### src/sv/bdot_pkg.sv
// Shared constants, codes and types of the bin density overflow tracker.
// Depends on nothing; used by the divider, the top level and the checker.
package bdot_pkg;

   localparam int GRID_ROWS = 64;
   localparam int GRID_COLS = 64;
   localparam int AREA_BITS = 40;

   localparam int NBINS    = GRID_ROWS * GRID_COLS;
   localparam int ROW_BITS = (GRID_ROWS > 1) ? $clog2(GRID_ROWS) : 1;
   localparam int COL_BITS = (GRID_COLS > 1) ? $clog2(GRID_COLS) : 1;
   localparam int BIN_BITS = (NBINS > 1) ? $clog2(NBINS) : 1;

   localparam int COORD_BITS   = 20;
   localparam int DIM_BITS     = 16;
   localparam int THR_BITS     = 32;
   localparam int CNT_BITS     = 13;
   localparam int KIND_BITS    = 2;
   localparam int CSR_IDX_BITS = 2;
   localparam int CSR_DATA_BITS = 32;

   localparam int REQ_DATA_BITS = 4 * COORD_BITS;
   localparam int RSP_DATA_BITS = ((3 * CNT_BITS + 7) / 8) * 8;

   // bin edges go up to max(rows, cols) * bin size
   localparam int GRID_MAX  = (GRID_ROWS > GRID_COLS) ? GRID_ROWS : GRID_COLS;
   localparam int BASE_BITS = $clog2(GRID_MAX + 1) + DIM_BITS + 1;
   localparam int PROD_BITS = 2 * DIM_BITS;
   localparam int SUM_BITS  = ((AREA_BITS > PROD_BITS) ? AREA_BITS : PROD_BITS) + 1;
   localparam int DIVC_BITS = $clog2(COORD_BITS + 1);

   localparam logic [SUM_BITS-1:0] AREA_MAX =
      {{(SUM_BITS - AREA_BITS){1'b0}}, {AREA_BITS{1'b1}}};

   localparam logic [KIND_BITS-1:0] REQ_ADD_MOVABLE = 2'd0;
   localparam logic [KIND_BITS-1:0] REQ_ADD_FIXED   = 2'd1;
   localparam logic [KIND_BITS-1:0] REQ_REMOVE      = 2'd2;
   localparam logic [KIND_BITS-1:0] REQ_RESTORE     = 2'd3;

   localparam logic [CSR_IDX_BITS-1:0] CSR_BIN_WIDTH  = 2'd0;
   localparam logic [CSR_IDX_BITS-1:0] CSR_BIN_HEIGHT = 2'd1;
   localparam logic [CSR_IDX_BITS-1:0] CSR_THRESHOLD  = 2'd2;

   localparam logic [THR_BITS-1:0] THRESHOLD_RESET = 32'd4294836225;

   typedef struct packed {
      logic                  start;
      logic [COORD_BITS-1:0] dividend;
      logic [DIM_BITS-1:0]   divisor;
   } div_cmd_type;

   typedef struct packed {
      logic                  done;
      logic [COORD_BITS-1:0] quot;
   } div_rsp_type;

endpackage

### src/sv/bdot_div.sv
// Restoring divider, one quotient bit per cycle, for coordinate to bin index.
// Depends on bdot_pkg.
module bdot_div (
   input  logic                  clock,
   input  logic                  reset,
   input  bdot_pkg::div_cmd_type cmd,
   output bdot_pkg::div_rsp_type rsp
);
   import bdot_pkg::*;

   logic                  busy_ff, busy_in;
   logic                  done_ff, done_in;
   logic [DIVC_BITS-1:0]  cnt_ff, cnt_in;
   logic [DIM_BITS-1:0]   rem_ff, rem_in;
   logic [COORD_BITS-1:0] quo_ff, quo_in;
   logic [DIM_BITS-1:0]   dvs_ff, dvs_in;
   logic [DIM_BITS:0]     rem_sh;
   logic                  fits;

   always_comb begin
      busy_in = busy_ff;
      done_in = 1'b0;
      cnt_in  = cnt_ff;
      rem_in  = rem_ff;
      quo_in  = quo_ff;
      dvs_in  = dvs_ff;
      rem_sh  = {rem_ff, quo_ff[COORD_BITS-1]};
      fits    = rem_sh >= {1'b0, dvs_ff};
      if (busy_ff) begin
         // shift in the next dividend bit, subtract when it fits
         rem_in = fits ? DIM_BITS'(rem_sh - {1'b0, dvs_ff}) : rem_sh[DIM_BITS-1:0];
         quo_in = {quo_ff[COORD_BITS-2:0], fits};
         cnt_in = cnt_ff - 1'b1;
         if (cnt_ff == DIVC_BITS'(1)) begin
            busy_in = 1'b0;
            done_in = 1'b1;
         end
      end else if (cmd.start) begin
         busy_in = 1'b1;
         cnt_in  = DIVC_BITS'(COORD_BITS);
         rem_in  = '0;
         quo_in  = cmd.dividend;
         dvs_in  = cmd.divisor;
      end
   end

   always_ff @(posedge clock) begin
      if (reset) begin
         busy_ff <= 1'b0;
         done_ff <= 1'b0;
         cnt_ff  <= '0;
      end else begin
         busy_ff <= busy_in;
         done_ff <= done_in;
         cnt_ff  <= cnt_in;
      end
      rem_ff <= rem_in;
      quo_ff <= quo_in;
      dvs_ff <= dvs_in;
   end

   assign rsp.done = done_ff;
   assign rsp.quot = quo_ff;

endmodule

### config.mk
export PLATFORM = sky130hd
export DESIGN_NAME = bdot_div
export DESIGN_NICKNAME = d
export VERILOG_FILES = /design/src/sv/bdot_pkg.sv /design/src/sv/bdot_div.sv
export SDC_FILE = /design/constraint.sdc
export NUM_CORES = 1
export LEC_CHECK = 0
export ABC_CLOCK_PERIOD_IN_PS = 2500
export BUFFER_PORTS_ARGS = -buffer_cell sky130_fd_sc_hd__buf_4
export CELL_PAD_IN_SITES_DETAIL_PLACEMENT = 2
export CELL_PAD_IN_SITES_GLOBAL_PLACEMENT = 2
export CORE_AREA = 2 2 100 102
export CTS_BUF_LIST = sky130_fd_sc_hd__clkbuf_16
export DETAILED_ROUTE_END_ITERATION = 7
export DIE_AREA = 0 0 102 104
export GPL_TIMING_DRIVEN = 0
export PLACE_DENSITY = 0.88
export SETUP_SLACK_MARGIN = 0.05
export SYNTH_ARGS = -nofsm -noshare
export SYNTH_HDL_FRONTEND = slang
export SYNTH_SLANG_ARGS = --single-unit
### constraint.sdc
create_clock -name clock -period 2.5 [get_ports clock]
set_input_delay 0.125 -clock clock [delete_from_list [all_inputs] [get_ports clock]]
set_output_delay 0.125 -clock clock [all_outputs]
set_load 0.01 [all_outputs]
* Yosys cells after proc, flatten, opt, wreduce, memory -nomap -nowiden
Index checks and enable logic that the tools add are counted.
** Word-level totals
- Register bits :: 59
- Bits of input ports :: 39
- Output and inout bits :: 21
** Cells by class
- Add/subtract/negate cells :: 2
- Order comparisons :: 1
- Equal/unequal tests :: 1
- Mux-type cells :: 11
- Bitwise operators :: 1
- Reductions and logical operators :: 3
** Operator list (count)
- $mux 16 :: 3
- $mux 20 :: 2
- $ge 17x16->1 :: 1
- $sub 16x16->16 :: 1
- $mux 5 :: 2
- $eq 5x1->1 const B :: 1
- $sub 5x1->5 const B :: 1
- $mux 1 :: 4
- $reduce_and 2->1 :: 1
- $reduce_bool 2->1 :: 1
- $reduce_or 2->1 :: 1
- $not 1->1 :: 1

* Logic depth before layout (Yosys ltp)
- Depth after elaboration :: 3
- Mapped depth :: 9
- Gate-level depth less buffers :: 9

* Worst setup path before layout
OpenSTA, ideal clock, no wires.
- Path type :: flip-flop to flip-flop
- From :: reg quo_ff[19]
- To :: reg rem_ff[12] (data pin)
- Arrival time :: 2.003 ns
- Required time :: 2.237 ns
- Setup slack :: 0.234 ns
- Cell stages (with the launch flop) :: 10
- Period minus slack after synthesis :: 2.266 ns
- Cell sequence :: edfxtp_1 -> inv_1 -> ha_1 -> fa_1 -> nor2b_1 -> o31a_1 -> o31ai_1 -> a31o_2 -> xor2_1 -> o22ai_1
** On the way
- Longest elaborated chain between the ends :: 3
- Elaborated cells on any way between the ends :: 4
** Ends and longest elaborated chain
- start: declaration :: RTL line bdot_div.sv:15 : logic [COORD_BITS-1:0] quo_ff, quo_in;
- start signal: assignment :: RTL line bdot_div.sv:58 : quo_ff <= quo_in;
- $sub 16x16->16 or $ge 17x16->1 (tied branches) :: RTL line bdot_div.sv:31, bdot_div.sv:28
- $mux 16 (*) :: RTL line bdot_div.sv:31 : rem_in = fits ? DIM_BITS'(rem_sh - {1'b0, dvs_ff}) : rem_sh[DIM_BITS-1:0];
- $mux 16 (*) :: RTL line bdot_div.sv:29 : if (busy_ff) begin
- end signal: assignment :: RTL line bdot_div.sv:57 : rem_ff <= rem_in;
- end: declaration :: RTL line bdot_div.sv:14 : logic [DIM_BITS-1:0] rem_ff, rem_in;
Every way passes the cells marked *; elsewhere a longest branch is shown, timed or not.
A chain may end at the register's enable or synchronous reset.

* Worst setup path after layout
- From :: reg rem_ff[0]
- To :: reg rem_ff[15] (data pin)
** On the way
- Longest elaborated chain between the ends :: 3
- Elaborated cells on any way between the ends :: 4
** Ends and longest elaborated chain (RTL line)
- $sub 16x16->16 or $ge 17x16->1 (tied branches) :: bdot_div.sv:31, bdot_div.sv:28
- $mux 16 (*) :: bdot_div.sv:31
- $mux 16 (*) :: bdot_div.sv:29
Marked as above.

==> impl_summary.txt <==
----------------------------------------------------
[Clocking]
  Reg clk slew, reported paths ... 0.06 ns
  Clock latency at the later pin of the worst-skew pair ... 0.34 ns
  Clk sinks ... 59
  Clock tree from TritonCTS ... done
  Clock root cell ... clkbuf_16
  Num CTS Buffers ... 9
  Clock tree buffer depth ... 2
  H-Tree Depth ... 3

[Logic synthesis]
  Area leader, netlist ... edfxtp_1
  Multiplexer fraction of the synthesized cell area ... 7.236%
  Distinct cells, synth ... 55
  Proportion of synthesized chip area in sequential cells ... 50.46%
  Most frequent cell after synthesis ... edfxtp_1
  Combinational family with the most area after synthesis ... compound AO/OA/AOI/OAI gates
  Net count of the mapped netlist ... 355
  Post-synth ARST share ... 0%
  Syn avg cell area ... 11.35 µm²
  Dominant register cell in the synthesized netlist ... edfxtp_1
  EDFF count, synth ... 52
  Mapped Area ... 3372 µm²
  Xor and xnor fraction of the mapped netlist area ... 1.818%
  Post-synthesis share of cell area spent on and, or, nand and nor gates ... 12.28%
  Top area cells in the synthesized netlist ... edfxtp_1, ha_1, mux2_2
  Synthesized flop and latch total ... 59
  Warning count from the yosys run ... 0
  Share of the synthesized area in the top cell type ... 46.31%
  Cell count after synthesis ... 297
  Share of synthesized cell area in full adder, half adder and majority cells ... 7.273%
  Most common library cells after synthesis ... edfxtp_1, inv_1, a21oi_1
  Post-synthesis compound-gate area fraction ... 16.55%

[Die]
  Floorplan row count ... 36
  Effective utilization at floorplan ... 35.31%
  Overall die width ... 102 µm
  Vertical die dimension ... 104 µm
  Core Footprint ... 9549 µm²
  Area enclosed by the die boundary ... 10,610 µm²
  Total I/O pin count ... 60

[Layout]
  Layout fillers ... 982
  Antenna diode count ... 0
  Area Growth Syn to Fin ... 44.12%
  Combined area of the multi-input logic cells ... 1753 µm²
  Share of post-route cells with drive strength above 1 ... 39.42%
  Non-filler instance count after layout ... 544
  Sequential cell area in the final layout ... 1702 µm²
  Final Net Count ... 464
  Final Core Density ... 50.89%

[Timing]
  Worst setup skew after layout ... 0.008098 ns
  Highest clock rate ... 385.5 MHz
  Worst Hold Slack ... 0.02667 ns
  Post-route clock period utilization ... 103.8%
  Unrepaired setup endpoints after global routing ... true
  Hold Vio Cnt, Final ... 0
  Transition time at the pin with the least slew margin ... 0.8760 ns
  Fin Setup TNS ... -0.1043 ns
  Final critical-path setup slack ... -0.09428 ns
  Fin. max-slew vios ... 0
  Min cycle time layout ... 2.594 ns
  Number of failing setup endpoints in the final timing report ... 2
  Worst rel slew slack ... 41.51%

[Power and ir drop]
  PD cells ... 773.3 nW/µm²
  Leakage power ... 0.001952 µW
  Worst VDD drop ... 0.5561 mV
  Final total power ... 3758 µW

[Worst setup path]
  Crit-path max FO ... 5
  Longest individual stage delay on the worst path ... 0.49 ns
  Cells traversed along the worst timing path ... ha_4 -> nor2b_4 -> o2111ai_4 -> a311oi_4 -> buf_4 -> o211ai_1 -> nor3b_1 -> o31ai_1
  Critical path capture point type ... flip-flop
  WP data arrival ... 2.74 ns
  Critical path class ... flip-flop to flip-flop
  Sum of buffers and inverters on the critical path ... 1
  CP startpoint kind ... flip-flop
  Cell family with most CP delay ... compound AO/OA/AOI/OAI gates
  Slowest cell on the critical path ... edfxtp_1
  Worst Path Required ... 2.64 ns

[Outcome]
  Violated checks ... setup timing
  Result of the run ... finished with violations

[Routing]
  Number of design rule violations left after detail routing ... 0
  Via Count ... 2,898
  Via-to-Cell Ratio ... 5.327
  Iteration-0 DRC Markers ... 103
  Number of nets with antenna violations after detailed routing ... 0
  Detail-routed net length per standard cell ... 22.38 µm
  1st-pass router iterations ... 4
  Routed Wire Length ... 12.18 mm

[Global routing]
  Sum of overflow across all layers after global routing ... 0
  Number of antenna violations at the first check in global routing ... 0
  Largest net degree at the start of global routing ... 39
  Wire length of the first global-routing pass ... 17.13 mm
  Number of global-route vias before repair ... 3,212
  Total global routing track utilization ... 21.24%

[Placed design]
  Total of buffers placed on input and output ports ... 59
  Final weighted congestion in routability-driven placement ... 0.7957
  Instance count after placement with tap cells included ... 490
  Post-detail-place hpwl ... 6.970 mm

[Min path]
  Min-Delay Path Class ... primary input to flip-flop

[Run]
  Count of max-cap constraint violations ... 0

----------------------------------------------------
per-stage QoR:
stage / area [µm²] / setup WS, ns
4_1_cts: 4533 / 0.05148
2_1_floorplan: 3372 / 0.2338
6_report: 4860 / -0.09428
3_3_place_gp: 3981 / -0.1701
5_1_grt: 4860 / -0.1803
3_5_place_dp: 3995 / -0.2398
cell type report:
class                           instances  share of cell area (%)
Clock inverter                          7                   1.416
Inverter                               26                   2.008
Sequential cell                        59                   35.02
Buffer                                  9                   1.236
Tap cell                              133                   3.424
Multi-Input combinational cell        203                   36.07
Clock buffer                            9                   4.634
Timing Repair Buffer                   98                   16.19
worst reg2reg max path: stages (launching register included):
cell and delay, ns:
edfxtp_1 0.49, ha_4 0.33, nor2b_4 0.18, o2111ai_4 0.17, a311oi_4 0.42, buf_4 0.20, o211ai_1 0.11, nor3b_1 0.19
o31ai_1 0.30
flip-flops by register name, indices dropped and copies added, names as in the netlist:
register	flops
busy_ff	1
cnt_ff	5
done_ff	1
dvs_ff	16
quo_ff	20
rem_ff	16
layout by cell type, fill, tap and decap left out, types with 4 or more instances in the layout:
master         instances
clkbuf_16              9
nor3_1                 6
ha_4                  10
inv_1                 23
nand2b_1               7
nand2_1               11
a21oi_1               19
nor2_1                17
o21ai_0               10
o21a_1                 4
dlygate4sd3_1         16
edfxtp_1              52
xor2_1                 5
mux2_2                19
dfxtp_1                7
a21o_1                 5
o21ai_1                4
ha_1                   6
buf_4                 81
buf_6                  4
nand3_1               12
routing by layer:
metal	up-vias	wire length (µm)	GRT usage, %	part of all wire [%]
li1	1332	-	-	-
met1	1446	4809	24.59	39
met2	96	6354	36.51	52
met3	24	713	8.333	5.9
met4	0	299	5.048	2.5
met5	-	0	0	0
repair_timing:
action | CTS | global route
resized for setup | 13 | 36
setup buffers | 2 | 20
endpoints found under the setup margin | 17 | 17
hold buffers | 16 | 0
pin swaps | 1 | 17
endpoints found under the hold margin | 16 | 0
cells by family (layout without fill, tap and decap cells):
logic type / Yosys count / after routing
xor+xnor: 7 / 7
compound gates: 79 / 79
simple gates: 76 / 76
fa+ha+maj: 19 / 19
mux: 22 / 22
buf+inv: 35 / 149
flops: 59 / 59
power by group:
part | switching [µW] | internal [µW] | total (µW)
registers | 87.3 | 1210 | 1300
logic | 657 | 546 | 1200
clock network | 488 | 767 | 1250
total | 1230 | 2530 | 3760
path summary, 6_finish.rpt:
kind	depth (start not counted)	slack (ns)	end	from
setup / recovery	8	-0.09	rem_ff[15]$_SDFFCE_PN0P_	rem_ff[0]$_SDFFCE_PN0P_
hold / removal	2	0.03	cnt_ff[4]$_SDFFE_PP0P_	reset
setup reg to reg	8	-0.09	rem_ff[15]$_SDFFCE_PN0P_	rem_ff[0]$_SDFFCE_PN0P_
hold reg to reg	1	0.55	cnt_ff[2]$_SDFFE_PP0P_	cnt_ff[2]$_SDFFE_PP0P_
(Power assumes the default switching activity.)
