--- src/sv/bdot_ram.sv ---
// Generic single-write, single-read synchronous RAM with registered read data.
// Depends on nothing.
module bdot_ram #(
   parameter int WIDTH     = 8,
   parameter int DEPTH     = 16,
   parameter int ADDR_BITS = (DEPTH > 1) ? $clog2(DEPTH) : 1
) (
   input  logic                 clock,
   input  logic                 we,
   input  logic [ADDR_BITS-1:0] waddr,
   input  logic [WIDTH-1:0]     wdata,
   input  logic                 re,
   input  logic [ADDR_BITS-1:0] raddr,
   output logic [WIDTH-1:0]     rdata
);

   logic [WIDTH-1:0] mem_ff [DEPTH];
   logic [WIDTH-1:0] rdata_ff;

   always_ff @(posedge clock) begin
      if (we) begin
         mem_ff[waddr] <= wdata;
      end
      if (re) begin
         rdata_ff <= mem_ff[raddr];
      end
   end

   assign rdata = rdata_ff;

endmodule

--- config.mk ---
export PLATFORM = sky130hd
export DESIGN_NAME = bdot_ram
export DESIGN_NICKNAME = d
export VERILOG_FILES = /design/src/sv/bdot_ram.sv
export SDC_FILE = /design/constraint.sdc
export NUM_CORES = 1
export LEC_CHECK = 0
export BUFFER_PORTS_ARGS = -buffer_cell sky130_fd_sc_hd__buf_2
export CAP_MARGIN = 20
export CORE_ASPECT_RATIO = 0.5
export CORE_MARGIN = 2
export CORE_UTILIZATION = 50
export DETAILED_ROUTE_END_ITERATION = 8
export PLACE_DENSITY_LB_ADDON = 0.05
export SETUP_SLACK_MARGIN = 0.5
export SYNTH_ARGS = -nofsm -noshare
export SYNTH_HDL_FRONTEND = slang
export SYNTH_SLANG_ARGS = --single-unit
--- constraint.sdc ---
create_clock -name clock -period 1.9 [get_ports clock]
set_clock_uncertainty 0.15 [all_clocks]
set_input_delay 0.38 -clock clock [delete_from_list [all_inputs] [get_ports clock]]
set_output_delay 0.38 -clock clock [all_outputs]
set_load 0.02 [all_outputs]
## After elaboration in Yosys (flattened, before gate mapping)

Memory sizes are Yosys's and may differ from the RTL's. A register that Yosys moved wholly into a read port is not among the register bits.
Cells that the tools add are included.

- Mux-type cells: 2

Operators by type and width:

| operator | number |
|---|---|
| 1-bit 2-to-1 mux | 2 |

- Memories kept: 1
- Memory bits (writable): 128
- Bits in registers: 0

Memories:

| memory | words | bits a word | read ports | clocked after Yosys merged registers in | wr ports | RTL line | text |
|---|---|---|---|---|---|---|---|
| mem_ff | 16 | 8 | 1 | 1 | 1 | 17 | `logic [WIDTH-1:0] mem_ff [DEPTH];` |

## Logic depth before layout (Yosys ltp)

Gate-level depths: netlist of run 1.

- Word-level depth: 2
- Depth in mapped cells: 5
- Depth with buffers taken out: 3

## Least setup slack after synthesis of run 1

OpenSTA, ideal clock, no wires.

- Path type: input -> register
- Start: in waddr[2]
- End: mem mem_ff[0][0], enable pin
- Required time: 1.367 ns
- Buffers on the path: 0
- Arrival: 1.490 ns
- Setup slack: -0.123 ns
- Cell stages on the path: 2
- Cell sequence: or3b_2 > nor3_1

RTL lines:

| item | RTL line | text |
|---|---|---|
| start, declared | 10 | `input logic [ADDR_BITS-1:0] waddr,` |
| end, declared | 17 |  |

Straight into the memory's write port.

==> results of run 1 <==
Yosys cell counts, types with 2 or more instances:
library cell / number
mux4_2: 18
buf_2: 3
nand2_1: 9
nor3_1: 4
buf_6: 3
nand2b_1: 2
nor2_1: 13
a22oi_1: 16
clkdlybuf4s25_2: 3
mux4_1: 14
nand3b_1: 2
edfxtp_1: 136
path summary, 6_finish.rpt:
kind / from / to / cells after the start
worst max-delay path: mem_ff[11][4] / rdata[4] / 4
worst min-delay path: re / rdata[5] / 1
worst max register to register: mem_ff[11][4] / rdata[4] / 4
worst min register to register: mem_ff[7][5] / rdata[5] / 3
timing repair:
| item | 4_1_cts | 5_1_grt |
|---|---|---|
| gates cloned | 1 | 0 |
| setup endpoints to repair | 16 | 24 |
| resized for setup | 19 | 7 |
| setup buffers | 0 | 0 |
| endpoints found under the hold margin | 0 | 0 |
| pin swaps | 0 | 1 |
power breakdown:
group / internal (mW) / total [mW] / switching [mW]
Clock: 2.05 / 3.24 / 1.19
Sequential: 3.38 / 3.40 / 0.0199
Combinational: 0.195 / 0.430 / 0.235
Total: 5.62 / 7.07 / 1.45
per-stage QoR:
stage | worst slack [ns] | setup TNS [ns]
global route | 0.195 | 0
detailed placement | -0.211 | -1.20
floorplan | 0.170 | 0
global placement | -0.233 | -1.10
finish | 0.265 | 0
CTS | 0.260 | 0
critical path, stage by stage, from the launching register on:
cell and delay (ns):
edfxtp_1 0.37, mux4_2 0.49, a22oi_2 0.18, buf_4 0.16, nand2_2 0.04
sequential cells by signal (all words and copies together), names as in the netlist:
register	flops
rdata	8
mem_ff	128
layer usage:
metal / up-vias / GRT usage (%) / part of all wire [%]
met3: 8 / 6.41 / 9.8
met2: 96 / 29.3 / 45
met1: 1286 / 32.1 / 45
li1: 1088 / - / -
met5: - / 0 / 0
met4: 0 / 6.29 / 0.77
cell type report:
| class | count | area, um^2 | area share (%) |
|---|---|---|---|
| clock buffer | 18 | 429 | 6.52 |
| clock inverter | 13 | 156 | 2.38 |
| multi-input combinational | 83 | 1180 | 18.0 |
| sequential | 136 | 4080 | 62.1 |
| tap | 140 | 175 | 2.66 |
| timing repair buffer | 51 | 553 | 8.41 |
logic make-up after synthesis:
logic type | Yosys count | synth area share (%)
mux | 32 | 14.8
simple gates | 35 | 3.14
buf+inv | 10 | 1.65
flops | 136 | 78.1
compound gates | 16 | 2.30
==> qor.txt, run 1 <==
Most frequent cells in the layout: 136 x edfxtp_1, 31 x mux4_2, 17 x clkbuf_16, 17 x buf_2, 13 x buf_12
Core Box Area: 10200 um^2
Via Count: 2478
Final cell count without fillers: 441
Residual DRC: 0
Area contributors post-synth: edfxtp_1 78%, mux4_2 7.8%, mux4_1 7.0%, a22oi_1 2.3%, nor2_1 0.93%
Post-synth top area cell: edfxtp_1
Overall Global Routing Usage: 20.9%
Maxcap violations: 0
Sequential area share after synthesis: 78.1%
Number of buffers created by CTS: 17
RSZ-0062 raised after global routing: yes
Commonest non-fill, non-tap cell in the layout: edfxtp_1
CTS Hold Bufs: 0
H-tree depth: 4
Status: finished, final reports clean
Synthesized flop and latch total: 136
Clock Pin Slew Worst Setup and Hold Paths: 0.06 ns
Drt total wl: 10.6 mm
Lkg Pwr: 2.15 nW
I/O Pins: 27
DP Area: 5880 um^2
Fraction of layout cells with a size suffix above 1: 45.2%
Post-layout min period: 1.64 ns
Clock latency on the worst-skew pair: 0.40 ns
Final cycle utilization of the critical path: 86.1%
Antenna violations before repair: 0
Finished layout cell area: 6580 um^2
Post-synth ARST share: 0%
Routability-driven placement congestion ratio: 0.732
Share of the synthesized area in the top cell type: 78.1%
VDD IR max: 0.647 mV
Die W: 149 um
Worst endpoint required time: 1.91 ns
Global-route wire length before repair: 16.2 mm
Number of synthesized flops with an enable pin: 136
R2R Setup Slk: 0.26 ns
Rows: 26
Final HPWL DP: 6.55 mm
Mapped Cells: 229
Initial DRC count: 313
CTS tree: built
Final Total Pwr: 7.07 mW
Initial core utilization: 51.3%
Final #Nets: 308
Endpoint class of the critical path: register
Final Hold Fails: 0
Main synth FF type: edfxtp_1
Average wire per cell in the routed design: 24.0 um
Port bufs: 26
Clock sink count: 136
FMAX: 611 MHz
Layout area overhead: 25.8%
Avg Inst Size Synth: 22.8 um^2
YS warnings: 0
Vias in the first global route: 2582
Clock buffer depth: 2
Pwr/cell area: 1070 nW/um^2
# diodes: 0
Post-Synthesis Cell Area: 5230 um^2
Post-Syn Nets: 248
Placed insts: 409
Clk root buf: clkbuf_16
Total grt overflow: 0
Fillers: 672
Max FO, Critical Path: 1
Final hold slack: 0.197 ns
Die H: 76.3 um
Largest net degree at the start of global routing: 19
Fin. max-slew vios: 0
Die area: 11300 um^2
Worst hold path type: input pin to register
Routed Antenna Nets: 0
Pre-antenna DRT Iters: 4
# setup viols final: 0
Slew HR: 47.8%
Slew @ Worst Pin: 0.780 ns
Finished Core Util: 64.6%
Worst setup SP type: register
Vias/cell: 5.62
CP Data Arrival Time: 1.64 ns
CP Class: register to register
Synth cell types: 18
(Power assumes the default switching activity.)
==> run 2, diff against run 1 <==
CORE_UTILIZATION = 54   (was 50)
==> run 2 against run 1 <==
Combinational power about the same. Global-route usage up 1.4 points. Highest routed layer unchanged. Count of clock-buffer cells in the layout down 1. Worst hold slack worse by 0.010 ns. Register-to-register slack about the same. Largest power group unchanged. Final cell count down 1.1%. First-iteration DRC count down 29%. Via count down 0.81%. Flip-flop and latch count unchanged. Critical path depth down 1.
==> qor.txt, run 2 (synthesis gave the netlist of run 1 again) <==
Status: finished, final reports clean
Total grt overflow: 0
Endpoint class of the critical path: register
Via Count: 2458
Clock latency on the worst-skew pair: 0.41 ns
Clk root buf: clkbuf_16
CTS Hold Bufs: 0
CP Data Arrival Time: 1.63 ns
Final hold slack: 0.187 ns
Layout area overhead: 24.3%
Slew HR: 51.1%
VDD IR max: 0.668 mV
Worst setup SP type: register
Initial DRC count: 221
Maxcap violations: 0
Core Box Area: 9420 um^2
Overall Global Routing Usage: 22.3%
Largest net degree at the start of global routing: 24
Fin. max-slew vios: 0
Routed Antenna Nets: 0
Antenna violations before repair: 0
Vias in the first global route: 2594
Finished Core Util: 69.0%
Setup slack after layout: 0.267 ns
Clock buffer depth: 2
Post-layout min period: 1.63 ns
Final cycle utilization of the critical path: 85.9%
Final Total Pwr: 6.79 mW
Average wire per cell in the routed design: 23.7 um
Reg-to-reg endpoint: rdata[4]
Max FO, Critical Path: 1
Fraction of layout cells with a size suffix above 1: 45.5%
Die W: 143 um
Die area: 10500 um^2
Routability-driven placement congestion ratio: 0.773
Max reg flops: 128
Most flops, register: mem_ff
Worst reg2reg path depth: 3
FMAX: 612 MHz
Residual DRC: 0
Worst endpoint required time: 1.90 ns
I/O Pins: 27
CP Launch Point: mem_ff[11][4]
# diodes: 0
Final #Nets: 308
Worst hold path type: input pin to register
Crit Reg-Reg Startpoint: mem_ff[11][4]
Final Hold Fails: 0
Lkg Pwr: 2.12 nW
Port bufs: 26
R2R Setup Slk: 0.27 ns
Rows: 25
Clock Pin Slew Worst Setup and Hold Paths: 0.06 ns
Most frequent cells in the layout: 136 x edfxtp_1, 31 x mux4_2, 19 x buf_2
Post-place setup slack: -0.226 ns
Drt total wl: 10.4 mm
Die H: 73.6 um
Pwr/cell area: 1050 nW/um^2
DP Area: 5780 um^2
H-tree depth: 4
Pre-antenna DRT Iters: 6
# setup viols final: 0
Initial core utilization: 55.5%
Commonest non-fill, non-tap cell in the layout: edfxtp_1
CTS tree: built
Number of buffers created by CTS: 17
RSZ-0062 raised after global routing: yes
Capture point of the worst path: rdata[4]
Final HPWL DP: 6.40 mm
Global-route wire length before repair: 15.6 mm
Finished layout cell area: 6500 um^2
Vias/cell: 5.64
Slew @ Worst Pin: 0.731 ns
CP Class: register to register
Clock sink count: 136
[run 2: cell types whose count changed in the layout (fill, tap and decap cells not counted), sizes merged]
cell	delta
bufinv	-2
clkbuf	-1
clkinv	+3
[run 2: final cells by class]
class	instances	area (um^2)
timing repair buffer	51	527
clock inverter	14	111
multi-input combinational	83	1180
fill	598	2920
tap	135	169
sequential	136	4080
clock buffer	17	425
[run 2: through the flow]
stage                     setup TNS, ns  std cells
after CTS                             0        432
after floorplan                       0        229
after global placement            -1.00        399
after detailed placement          -1.15        399
final                                 0        436
after global routing                  0        436
[run 2: timing repair]
| item | in CTS | in global routing |
|---|---|---|
| buffers inserted | 0 | 4 |
| hold endpoints to repair | 0 | 0 |
| cloned | 2 | 0 |
| resized for setup | 15 | 9 |
| endpoints found under the setup margin | 16 | 58 |
| pin swaps | 0 | 1 |
[run 2: worst min-delay path by stage]
stage / start / to / cells past startpoint
after floorplan: wdata[0] / mem_ff[0][0] / 0
after global placement: mem_ff[3][0] / rdata[0] / 3
after detailed placement: re / rdata[6] / 1
after CTS: re / rdata[7] / 1
after global routing: re / rdata[6] / 1
final: re / rdata[5] / 1
[run 2: critical path, stage by stage (launching register included)]
cell      delay (ns)
edfxtp_1        0.36
mux4_2          0.48
a22oi_2         0.30
nand2_1         0.08
[run 2: routing by layer]
metal | GRT usage (%) | part of all wire (%)
met5 | 0 | 0
met2 | 30.5 | 44
met1 | 35.1 | 50
met3 | 5.74 | 4.3
met4 | 8.25 | 0.91
[run 2: power breakdown]
group,internal (mW),leakage (nW),switching (mW)
clock,1.77,0.257,1.19
sequential,3.38,1.24,0.0195
combinational,0.193,0.628,0.235
==> run 3, diff against run 2 <==
GPL_TIMING_DRIVEN = 0   (was default)
==> run 3 against run 2 <==
Sequential power is essentially flat. Critical endpoint is now rdata[3]. Highest routed layer unchanged. Die area is the same. Final area grew 1.3%. Combinational power shrank 4%. Clock power grew 13%. Via count grew 3.0%.
==> qor.txt, run 3 (synthesis gave the netlist of run 1 again) <==
Fillers: 567
Via Count: 2531
Die H: 73.6 um
Max reg flops: 128
Maxcap violations: 0
I/O Pins: 27
Internal cell power: 5.73 mW
VDD IR max: 0.760 mV
Vias in the first global route: 2551
Number of buffers created by CTS: 17
Final #Nets: 309
# setup viols final: 0
Average wire per cell in the routed design: 24.2 um
Final Hold Fails: 0
H-tree depth: 4
Layout area overhead: 25.9%
Status: finished, final reports clean
Seq pwr share: 47.6%
FMAX: 630 MHz
Post-layout min period: 1.59 ns
RSZ-0062 raised after global routing: yes
Die area: 10500 um^2
Clock latency on the worst-skew pair: 0.41 ns
Rows: 25
CP Data Arrival Time: 1.59 ns
Vias/cell: 5.79
Pre-antenna DRT Iters: 4
Worst hold path type: input pin to register
Switch share: 19.8%
CTS Hold Bufs: 0
Antenna violations before repair: 0
Slew @ Worst Pin: 0.900 ns
Most flops, register: mem_ff
Fin. max-slew vios: 0
Global-route wire length before repair: 15.6 mm
Hold-critical path depth: 1
Logic pwr share: 5.8%
Clock sink count: 136
Final hold slack: 0.185 ns
Routed Antenna Nets: 0
Clock Power Share: 46.6%
Residual DRC: 0
Most frequent cells in the layout: 136 x edfxtp_1, 32 x mux4_2, 24 x buf_2
Routability-driven placement congestion ratio: 0.828
Die W: 143 um
CP Class: register to register
CTS tree: built
Max FO, Critical Path: 1
Pwr/cell area: 1090 nW/um^2
Total grt overflow: 0
Worst endpoint required time: 1.90 ns
Final Total Pwr: 7.14 mW
Final cycle utilization of the critical path: 83.6%
Clock buffer depth: 2
Largest net degree at the start of global routing: 17
Clk root buf: clkbuf_16
Drt total wl: 10.6 mm
Core Box Area: 9420 um^2
# diodes: 0
Post-place setup slack: -0.138 ns
Commonest non-fill, non-tap cell in the layout: edfxtp_1
Setup slack after layout: 0.312 ns
P_sw: 1.41 mW
Fraction of layout cells with a size suffix above 1: 45.4%
Lkg Pwr: 2.15 nW
Worst reg2reg path depth: 3
Final HPWL DP: 6.55 mm
Initial DRC count: 301
Initial core utilization: 55.5%
Worst setup SP type: register
Slew HR: 39.8%
Endpoint class of the critical path: register
Clock Pin Slew Worst Setup and Hold Paths: 0.06 ns
Overall Global Routing Usage: 22.4%
Port bufs: 25
## run 3: power by group through the flow
stage,Combinational (mW),Clock [mW],Sequential (mW)
after global routing,0.442,3.51,3.40
after detailed placement,0.371,0,3.46
after floorplan,0.204,0,3.47
final,0.413,3.33,3.40
after global placement,0.365,0,3.45
after CTS,0.393,3.38,3.40
## run 3: critical path, cell delays in order, from the launching register on
cell and delay (ns):
edfxtp_1 0.38, mux4_2 0.48, a22oi_2 0.24, nand2_1 0.10
## run 3: area by class of cell
class	instances	area (um^2)	share of cell area [%]
plain buffers	10	120	1.83
clock buffers	17	425	6.46
well taps	135	169	2.57
repair buffers	42	428	6.50
flip-flops and latches	136	4080	62.1
multi-input cells	83	1170	17.8
clock inverters	14	183	2.78
## run 3: repair_timing
| item | CTS | global route |
|---|---|---|
| pin swaps | 10 | 10 |
| endpoints found under the setup margin | 64 | 102 |
| buffers inserted | 6 | 11 |
| gates resized for setup | 10 | 5 |
## run 3: routing by layer
metal  part of all wire (%)  routed length [um]  up-vias  GRT usage, %
met1                     44                4640     1356          33.2
met5                      0                   0        -             0
met2                     47                5000       69          32.4
met4                   0.65                  69        0          7.59
met3                    8.1                 861        6          6.52
li1                       -                   -     1100             -
## run 3: through the flow
| step | util [%] | instance area [um^2] | TNS, ns | std cells |
|---|---|---|---|---|
| 2_1_floorplan | - | 5350 | 0 | 229 |
| 3_3_place_gp | 59.9 | 5640 | -1.84 | 389 |
| 3_5_place_dp | 59.9 | 5640 | -2.44 | 389 |
| 4_1_cts | 67.8 | 6380 | 0 | 426 |
| 5_1_grt | 69.9 | 6580 | 0 | 437 |
| 6_report | 69.9 | 6580 | 0 | 437 |
## run 3: worst paths after layout
| path | slack [ns] | from | end |
|---|---|---|---|
| hold / removal | 0.18 | re | rdata[6] |
| hold reg to reg | 0.63 | mem_ff[12][6] | rdata[6] |
| setup / recovery | 0.31 | mem_ff[2][3] | rdata[3] |
| setup reg to reg | 0.31 | mem_ff[2][3] | rdata[3] |
